==> src/hw/rtl/lpr_pkg.sv <==
// Shared constants and types for the line pixel rasterizer.
package lpr_pkg;

    localparam int SCREEN_BITS  = 11;
    localparam int CFG_IDX_BITS = 1;
    localparam int COLOUR_BITS  = 16;

    localparam logic ACT_START = 1'b0;
    localparam logic ACT_TICK  = 1'b1;

    localparam logic [CFG_IDX_BITS-1:0] REG_SCREEN_WIDTH  = 1'd0;
    localparam logic [CFG_IDX_BITS-1:0] REG_SCREEN_HEIGHT = 1'd1;

    localparam logic [SCREEN_BITS-1:0] SCREEN_WIDTH_RST  = 11'd320;
    localparam logic [SCREEN_BITS-1:0] SCREEN_HEIGHT_RST = 11'd240;

    // Stepper status seen by the top level.
    typedef struct packed {
        logic accept;     // input transfer this cycle
        logic busy;       // a line is active
        logic at_target;  // current pixel is the second endpoint
        logic load_out;   // a pixel enters the result register
    } t_lpr_status;

endpackage

==> src/hw/rtl/lpr_setup.sv <==
// Line setup: endpoint clamping, deltas, step directions and initial error.
module lpr_setup #(
    parameter int COORD_BITS = 10
) (
    input  logic [COORD_BITS-1:0]          i_start_x,
    input  logic [COORD_BITS-1:0]          i_start_y,
    input  logic [COORD_BITS-1:0]          i_end_x,
    input  logic [COORD_BITS-1:0]          i_end_y,
    input  logic [lpr_pkg::SCREEN_BITS-1:0] i_screen_width,
    input  logic [lpr_pkg::SCREEN_BITS-1:0] i_screen_height,
    output logic [COORD_BITS-1:0]          o_x0,
    output logic [COORD_BITS-1:0]          o_y0,
    output logic [COORD_BITS-1:0]          o_x1,
    output logic [COORD_BITS-1:0]          o_y1,
    output logic [COORD_BITS-1:0]          o_dcol,
    output logic [COORD_BITS-1:0]          o_drow,
    output logic [1:0]                     o_dirs,
    output logic signed [COORD_BITS+1:0]   o_err
);
    import lpr_pkg::*;

    localparam int CW = (COORD_BITS > SCREEN_BITS) ? COORD_BITS : SCREEN_BITS;
    localparam int EW = COORD_BITS + 2;

    logic [SCREEN_BITS-1:0] lim_w;
    logic [SCREEN_BITS-1:0] lim_h;

    // A size of zero behaves as one.
    assign lim_w = (i_screen_width == '0)  ? '0 : i_screen_width - 1'b1;
    assign lim_h = (i_screen_height == '0) ? '0 : i_screen_height - 1'b1;

    function automatic logic [COORD_BITS-1:0] clamp(
        input logic [COORD_BITS-1:0]  v,
        input logic [SCREEN_BITS-1:0] lim
    );
        logic [COORD_BITS-1:0] res;
        if (CW'(v) > CW'(lim)) begin
            res = COORD_BITS'(lim);
        end else begin
            res = v;
        end
        return res;
    endfunction

    logic signed [EW-1:0] dc_s;
    logic signed [EW-1:0] dr_s;

    always_comb begin
        o_x0 = clamp(i_start_x, lim_w);
        o_y0 = clamp(i_start_y, lim_h);
        o_x1 = clamp(i_end_x, lim_w);
        o_y1 = clamp(i_end_y, lim_h);
        if (o_x1 >= o_x0) begin
            o_dcol    = o_x1 - o_x0;
            o_dirs[0] = 1'b0;
        end else begin
            o_dcol    = o_x0 - o_x1;
            o_dirs[0] = 1'b1;
        end
        if (o_y1 >= o_y0) begin
            o_drow    = o_y1 - o_y0;
            o_dirs[1] = 1'b0;
        end else begin
            o_drow    = o_y0 - o_y1;
            o_dirs[1] = 1'b1;
        end
        dc_s = signed'(EW'(o_dcol >> 1));
        dr_s = signed'(EW'(o_drow >> 1));
        o_err = (o_dcol > o_drow) ? dc_s : -dr_s;
    end

endmodule

==> src/hw/rtl/lpr_stepper.sv <==
// Line state, error-term stepping and the pixel result register.
module lpr_stepper #(
    parameter int COORD_BITS = 10
) (
    input  logic                               i_clk,
    input  logic                               i_rst_n,
    input  logic                               i_valid,
    output logic                               o_stall,
    input  logic                               i_action,
    input  logic [COORD_BITS-1:0]              i_x0,
    input  logic [COORD_BITS-1:0]              i_y0,
    input  logic [COORD_BITS-1:0]              i_x1,
    input  logic [COORD_BITS-1:0]              i_y1,
    input  logic [COORD_BITS-1:0]              i_dcol,
    input  logic [COORD_BITS-1:0]              i_drow,
    input  logic [1:0]                         i_dirs,
    input  logic signed [COORD_BITS+1:0]       i_err,
    input  logic [lpr_pkg::COLOUR_BITS-1:0]    i_line_colour,
    output logic                               o_valid,
    input  logic                               i_stall,
    output logic [COORD_BITS-1:0]              o_pixel_x,
    output logic [COORD_BITS-1:0]              o_pixel_y,
    output logic [lpr_pkg::COLOUR_BITS-1:0]    o_pixel_colour,
    output logic                               o_last_pixel,
    output lpr_pkg::t_lpr_status               o_status
);
    import lpr_pkg::*;

    localparam int EW = COORD_BITS + 2;

    logic                   r_busy;
    logic [COORD_BITS-1:0]  r_cur_col, r_cur_row, r_tgt_col, r_tgt_row;
    logic [COORD_BITS-1:0]  r_dcol, r_drow;
    logic [1:0]             r_dirs;
    logic signed [EW-1:0]   r_err;
    logic [COLOUR_BITS-1:0] r_colour;

    logic                   r_out_valid;
    logic [COORD_BITS-1:0]  r_out_x, r_out_y;
    logic [COLOUR_BITS-1:0] r_out_colour;
    logic                   r_out_last;

    logic                   accept, at_target, load_out, col_step, row_step;
    logic signed [EW-1:0]   dc_s, dr_s, n_err;
    logic [COORD_BITS-1:0]  n_cur_col, n_cur_row;

    // Result register frees up when its pixel transfers this cycle.
    assign o_stall  = r_out_valid & i_stall;
    assign accept   = i_valid & ~o_stall;
    assign at_target = (r_cur_col == r_tgt_col) && (r_cur_row == r_tgt_row);
    assign load_out = accept && (i_action == ACT_TICK) && r_busy;

    always_comb begin
        dc_s     = signed'(EW'(r_dcol));
        dr_s     = signed'(EW'(r_drow));
        // Both tests use the error from the start of the step.
        col_step = r_err > -dc_s;
        row_step = r_err < dr_s;
        n_err    = r_err - (col_step ? dr_s : '0) + (row_step ? dc_s : '0);
        n_cur_col = r_cur_col;
        n_cur_row = r_cur_row;
        if (col_step) begin
            n_cur_col = r_dirs[0] ? r_cur_col - 1'b1 : r_cur_col + 1'b1;
        end
        if (row_step) begin
            n_cur_row = r_dirs[1] ? r_cur_row - 1'b1 : r_cur_row + 1'b1;
        end
    end

    always_ff @(posedge i_clk) begin
        if (!i_rst_n) begin
            r_busy      <= 1'b0;
            r_out_valid <= 1'b0;
        end else begin
            if (accept && (i_action == ACT_START)) begin
                r_busy <= 1'b1;
            end else if (load_out && at_target) begin
                r_busy <= 1'b0;
            end
            if (load_out) begin
                r_out_valid <= 1'b1;
            end else if (!i_stall) begin
                r_out_valid <= 1'b0;
            end
        end
    end

    always_ff @(posedge i_clk) begin
        if (accept && (i_action == ACT_START)) begin
            r_cur_col <= i_x0;
            r_cur_row <= i_y0;
            r_tgt_col <= i_x1;
            r_tgt_row <= i_y1;
            r_dcol    <= i_dcol;
            r_drow    <= i_drow;
            r_dirs    <= i_dirs;
            r_err     <= i_err;
            r_colour  <= i_line_colour;
        end else if (load_out && !at_target) begin
            r_cur_col <= n_cur_col;
            r_cur_row <= n_cur_row;
            r_err     <= n_err;
        end
        if (load_out) begin
            r_out_x      <= r_cur_col;
            r_out_y      <= r_cur_row;
            r_out_colour <= r_colour;
            r_out_last   <= at_target;
        end
    end

    assign o_valid        = r_out_valid;
    assign o_pixel_x      = r_out_x;
    assign o_pixel_y      = r_out_y;
    assign o_pixel_colour = r_out_colour;
    assign o_last_pixel   = r_out_last;

    always_comb begin
        o_status.accept    = accept;
        o_status.busy      = r_busy;
        o_status.at_target = at_target;
        o_status.load_out  = load_out;
    end

endmodule

==> src/hw/rtl/line_pixel_rasterizer.sv <==
// Top level of the line pixel rasterizer: screen size registers and assertions.
//
// Input channel (i_valid / o_stall) carries an action and line data. A start
// action latches two endpoints, clamped to the screen size, and a colour; it
// gives no pixel. Each tick transfer while a line is active gives the next
// pixel on the output channel (o_valid / i_stall), first endpoint first; the
// second endpoint comes with o_last_pixel set and the block then goes idle.
// Ticks while idle are taken and dropped. A start during a line abandons it.
// A pixel is on o_valid in the cycle after its tick transfer.
// Throughput: one item per cycle while not stalled; the whole step is one pass
// of logic between the line state registers and the result register.
// When the receiver stalls, the result register holds and o_stall rises
// only while that register is full, so items keep flowing otherwise.
// Screen size is written through i_cfg_we / i_cfg_index / i_cfg_data; the user
// must write it only while idle; the block does not enforce it. Synchronous reset
// (i_rst_n low) drops any line and pending pixel and sets the screen to 320 by 240.
module line_pixel_rasterizer #(
    parameter int COORD_BITS = 10
) (
    input  logic                               i_clk,
    input  logic                               i_rst_n,
    input  logic                               i_cfg_we,
    input  logic [lpr_pkg::CFG_IDX_BITS-1:0]   i_cfg_index,
    input  logic [lpr_pkg::SCREEN_BITS-1:0]    i_cfg_data,
    input  logic                               i_valid,
    output logic                               o_stall,
    input  logic                               i_action,
    input  logic [COORD_BITS-1:0]              i_start_x,
    input  logic [COORD_BITS-1:0]              i_start_y,
    input  logic [COORD_BITS-1:0]              i_end_x,
    input  logic [COORD_BITS-1:0]              i_end_y,
    input  logic [lpr_pkg::COLOUR_BITS-1:0]    i_line_colour,
    output logic                               o_valid,
    input  logic                               i_stall,
    output logic [COORD_BITS-1:0]              o_pixel_x,
    output logic [COORD_BITS-1:0]              o_pixel_y,
    output logic [lpr_pkg::COLOUR_BITS-1:0]    o_pixel_colour,
    output logic                               o_last_pixel
);
    import lpr_pkg::*;

    logic [SCREEN_BITS-1:0] r_screen_width, r_screen_height;

    always_ff @(posedge i_clk) begin
        if (!i_rst_n) begin
            r_screen_width  <= SCREEN_WIDTH_RST;
            r_screen_height <= SCREEN_HEIGHT_RST;
        end else if (i_cfg_we) begin
            case (i_cfg_index)
                REG_SCREEN_WIDTH:  r_screen_width  <= i_cfg_data;
                REG_SCREEN_HEIGHT: r_screen_height <= i_cfg_data;
                default: ;
            endcase
        end
    end

    logic [COORD_BITS-1:0]        x0, y0, x1, y1, dcol, drow;
    logic [1:0]                   dirs;
    logic signed [COORD_BITS+1:0] err0;
    t_lpr_status                  status;

    lpr_setup #(.COORD_BITS(COORD_BITS)) u_setup (
        .i_start_x       (i_start_x),
        .i_start_y       (i_start_y),
        .i_end_x         (i_end_x),
        .i_end_y         (i_end_y),
        .i_screen_width  (r_screen_width),
        .i_screen_height (r_screen_height),
        .o_x0            (x0),
        .o_y0            (y0),
        .o_x1            (x1),
        .o_y1            (y1),
        .o_dcol          (dcol),
        .o_drow          (drow),
        .o_dirs          (dirs),
        .o_err           (err0)
    );

    lpr_stepper #(.COORD_BITS(COORD_BITS)) u_stepper (
        .i_clk          (i_clk),
        .i_rst_n        (i_rst_n),
        .i_valid        (i_valid),
        .o_stall        (o_stall),
        .i_action       (i_action),
        .i_x0           (x0),
        .i_y0           (y0),
        .i_x1           (x1),
        .i_y1           (y1),
        .i_dcol         (dcol),
        .i_drow         (drow),
        .i_dirs         (dirs),
        .i_err          (err0),
        .i_line_colour  (i_line_colour),
        .o_valid        (o_valid),
        .i_stall        (i_stall),
        .o_pixel_x      (o_pixel_x),
        .o_pixel_y      (o_pixel_y),
        .o_pixel_colour (o_pixel_colour),
        .o_last_pixel   (o_last_pixel),
        .o_status       (status)
    );

    a_start_sets_busy: assert property (@(posedge i_clk) disable iff (!i_rst_n)
        (status.accept && i_action == ACT_START) |=> status.busy)
        else $error("line not active after start transfer");

    a_last_clears_busy: assert property (@(posedge i_clk) disable iff (!i_rst_n)
        (status.load_out && status.at_target) |=> (!status.busy && o_last_pixel))
        else $error("final pixel did not end the line");

    a_idle_tick_silent: assert property (@(posedge i_clk) disable iff (!i_rst_n)
        (status.accept && i_action == ACT_TICK && !status.busy && !o_valid)
        |=> !o_valid)
        else $error("pixel produced by a tick while idle");

    a_pixel_has_tick: assert property (@(posedge i_clk) disable iff (!i_rst_n)
        $rose(o_valid) |-> $past(status.load_out))
        else $error("pixel appeared without a tick transfer");

endmodule
==> config.mk <==
export PLATFORM = sky130hd
export DESIGN_NAME = line_pixel_rasterizer
export DESIGN_NICKNAME = d
export VERILOG_FILES = /design/src/hw/rtl/lpr_pkg.sv /design/src/hw/rtl/lpr_setup.sv /design/src/hw/rtl/lpr_stepper.sv /design/src/hw/rtl/line_pixel_rasterizer.sv
export SDC_FILE = /design/constraint.sdc
export NUM_CORES = 1
export LEC_CHECK = 0
export ABC_AREA = 1
export BUFFER_PORTS_ARGS = -buffer_cell sky130_fd_sc_hd__buf_2
export CORE_MARGIN = 5
export CORE_UTILIZATION = 55
export CTS_CLUSTER_DIAMETER = 40
export DETAILED_ROUTE_END_ITERATION = 12
export HOLD_SLACK_MARGIN = 0.02
export PLACE_DENSITY = 0.77
export SLEW_MARGIN = 20
export SYNTH_ARGS = -nofsm -noshare
export SYNTH_HDL_FRONTEND = slang
export SYNTH_HIERARCHICAL = 1
export SYNTH_SLANG_ARGS = --single-unit
==> constraint.sdc <==
create_clock -name i_clk -period 17.7 [get_ports i_clk]
set_input_delay 1.77 -clock i_clk [delete_from_list [all_inputs] [get_ports i_clk]]
set_output_delay 1.77 -clock i_clk [all_outputs]
set_load 0.01 [all_outputs]
==> results.py <==
metrics = {
    "status": {
        "status": "completed",
    },
    "timing": {
        "slew_headroom_pct": 26.2,
        "setup_viol": 0,
        "worst_slew_pin_slew_ns": 1.10,
        "max_freq_mhz": 139,
        "final-hold-violation-count": 0,
        "maxSlewViolCount": 0,
        "fin_tns_setup_ns": 0,
        "final.setup_skew_ns": 0.0130,
        "layout_worst_path_cycle_share_pct": 40.7,
        "postLayoutSetupSlackWorst_ns": 10.50,
        "fin_crit_ns": 7.20,
        "grt_setup_unrepaired": "no",
    },
    "setup_path": {
        "required_ns": 17.96,
        "cp_slowest_cell": "o21ai_0",
        "cp_max_fo": 20,
        "crit_path_frequent_cell": "nor2_1",
        "end_kind": "flip-flop",
        "max_stage_delay_ns": 0.75,
        "critPathKind": "reg2reg",
        "worstPathArrival_ns": 7.46,
        "worst_setup_path_start_kind": "flip-flop",
    },
    "grt": {
        "grt_usage_pct": 23.5,
        "grt_pass1_vias": 10400,
        "grt_pass1_wl_um": 50100,
        "grt_max_degree": 81,
        "grt_overflow_total": 0,
        "antenna_found_initial": 1,
    },
    "clock_tree": {
        "cts.path.max_buffers": 2,
        "cts.sinks": 151,
        "cts_hold_buf": 0,
        "postCtsSetupBuffers": 0,
        "ctsResizeCount": 0,
        "clk_pin_slew_ns": 0.08,
        "clk_latency_ns": 0.43,
        "cts_tree": "done",
        "htreeDepth": 4,
        "root_buffer": "clkbuf_16",
        "cts_inserted_buffers": 17,
    },
    "die": {
        "die_w_um": 161,
        "start_util_pct": 55.6,
        "die_h_um": 161,
        "core_area_um2": 22600,
        "fp-row-count": 55,
        "io_pins": 113,
        "die-area_um2": 25900,
    },
    "finish": {
        "drive_gt1_share_pct": 12.5,
        "fillCellCount": 1981,
        "syn_to_final_growth_pct": 11.0,
        "layout.cells.non_filler": 2020,
        "fin_area_um2": 13900,
        "nets": 1953,
    },
    "yosys": {
        "yosys_warnings": 6,
        "syn_inst": 1616,
        "synthesis.nets": 1848,
        "postSynthAreaPerCell_um2": 7.76,
        "syn_area_um2": 12500,
    },
    "detailed_routing": {
        "drc": 0,
        "wl_met2_um": 14300,
        "dr.max_layer_used": "met5",
        "drt_pre_antenna_iters": 5,
        "vias": 10800,
        "viasPerCell": 5.34,
        "final_antenna_net_count": 0,
        "drtIter0Drc": 848,
        "wl_met3_um": 1630,
        "wl_met1_um": 13700,
        "wl_um": 30100,
        "wl_per_cell_um": 14.9,
    },
    "power_and_ir_drop": {
        "leakage_nw": 7.00,
        "p_total_mw": 2.37,
        "p_per_area_nw_per_um2": 170,
        "ir_drop_v": 0.000108,
    },
    "placed_design": {
        "dp_worst_setup_slack_ns": 10.21,
        "gp_routability_congestion": 0.938,
        "place_area_um2": 13300,
        "placed_cells": 1986,
        "portBuffers": 112,
        "hpwl_um": 24300,
    },
    "hold_path": {
        "holdCritPathClass": "reg2reg",
    },
    "flow_run": {
        "cap_violations": 0,
    },
}
-- metal layers --
layer  global-route usage [%]  vias to the layer above
met4                     5.93                        2
met1                     31.2                     4958
met2                     40.5                      301
met5                        0                        -
met3                     3.78                       41
li1                         -                     5486
-- placed cells by master, fill, tap and decap left out, types with 24 or more instances in the layout --
cell type / n
nand2_1: 372
inv_1: 271
ha_1: 142
nor2_1: 136
edfxtp_1: 127
buf_2: 112
o21ai_0: 103
nand3_1: 95
a21oi_1: 84
xor2_1: 41
dfxtp_1: 24
-- flip-flops by register name (all words and copies together) (netlist names), 11 cells and up --
name and count:
u_stepper/o_pixel_colour 16, u_stepper/r_colour 16, u_stepper/r_err 12, r_screen_height 11, r_screen_width 11
-- where the power goes --
group | total (mW) | switching (mW) | internal (mW)
Clock | 0.371 | 0.177 | 0.194
Combinational | 1.47 | 0.942 | 0.525
Sequential | 0.533 | 0.0473 | 0.486
-- critical path, delay by kind of cell, from the launching register on --
kind | cells | cell delay (ns)
AND/OR/NAND/NOR | 20 | 2.67
buffers and inverters | 7 | 0.87
adder cells (fa/ha/maj) | 4 | 1.17
AO/OA/AOI/OAI | 6 | 1.81
XOR/XNOR | 1 | 0.15
flip-flops | 1 | 0.36
-- per-stage QoR --
stage / hold WS (ns) / utilization [%]
2_1_floorplan: 0.400 / -
3_3_place_gp: 0.401 / 58.9
3_5_place_dp: 0.405 / 58.9
4_1_cts: 0.412 / 61.6
5_1_grt: 0.410 / 61.7
6_report: 0.417 / 61.7
-- final timing paths --
check                   startpoint                     endpoint  slack, ns  depth (start not counted)
min reg2reg  u_stepper/r_colour[8]  u_stepper/o_pixel_colour[8]       0.42                          0
max              r_screen_width[0]           u_stepper/r_err[8]      10.50                         38
min          u_stepper/r_colour[8]  u_stepper/o_pixel_colour[8]       0.42                          0
max reg2reg      r_screen_width[0]           u_stepper/r_err[8]      10.50                         38
-- layout make-up --
type,instances,area [um^2],area share (%)
multi-input combinational,1157,7020,50.4
inverter,278,1050,7.51
timing repair buffer,116,591,4.24
clock buffer,17,425,3.06
clock inverter,15,191,1.37
antenna,1,2.50,0.0180
tap,285,357,2.56
sequential,151,4290,30.8
(Power assumes the default switching activity.)
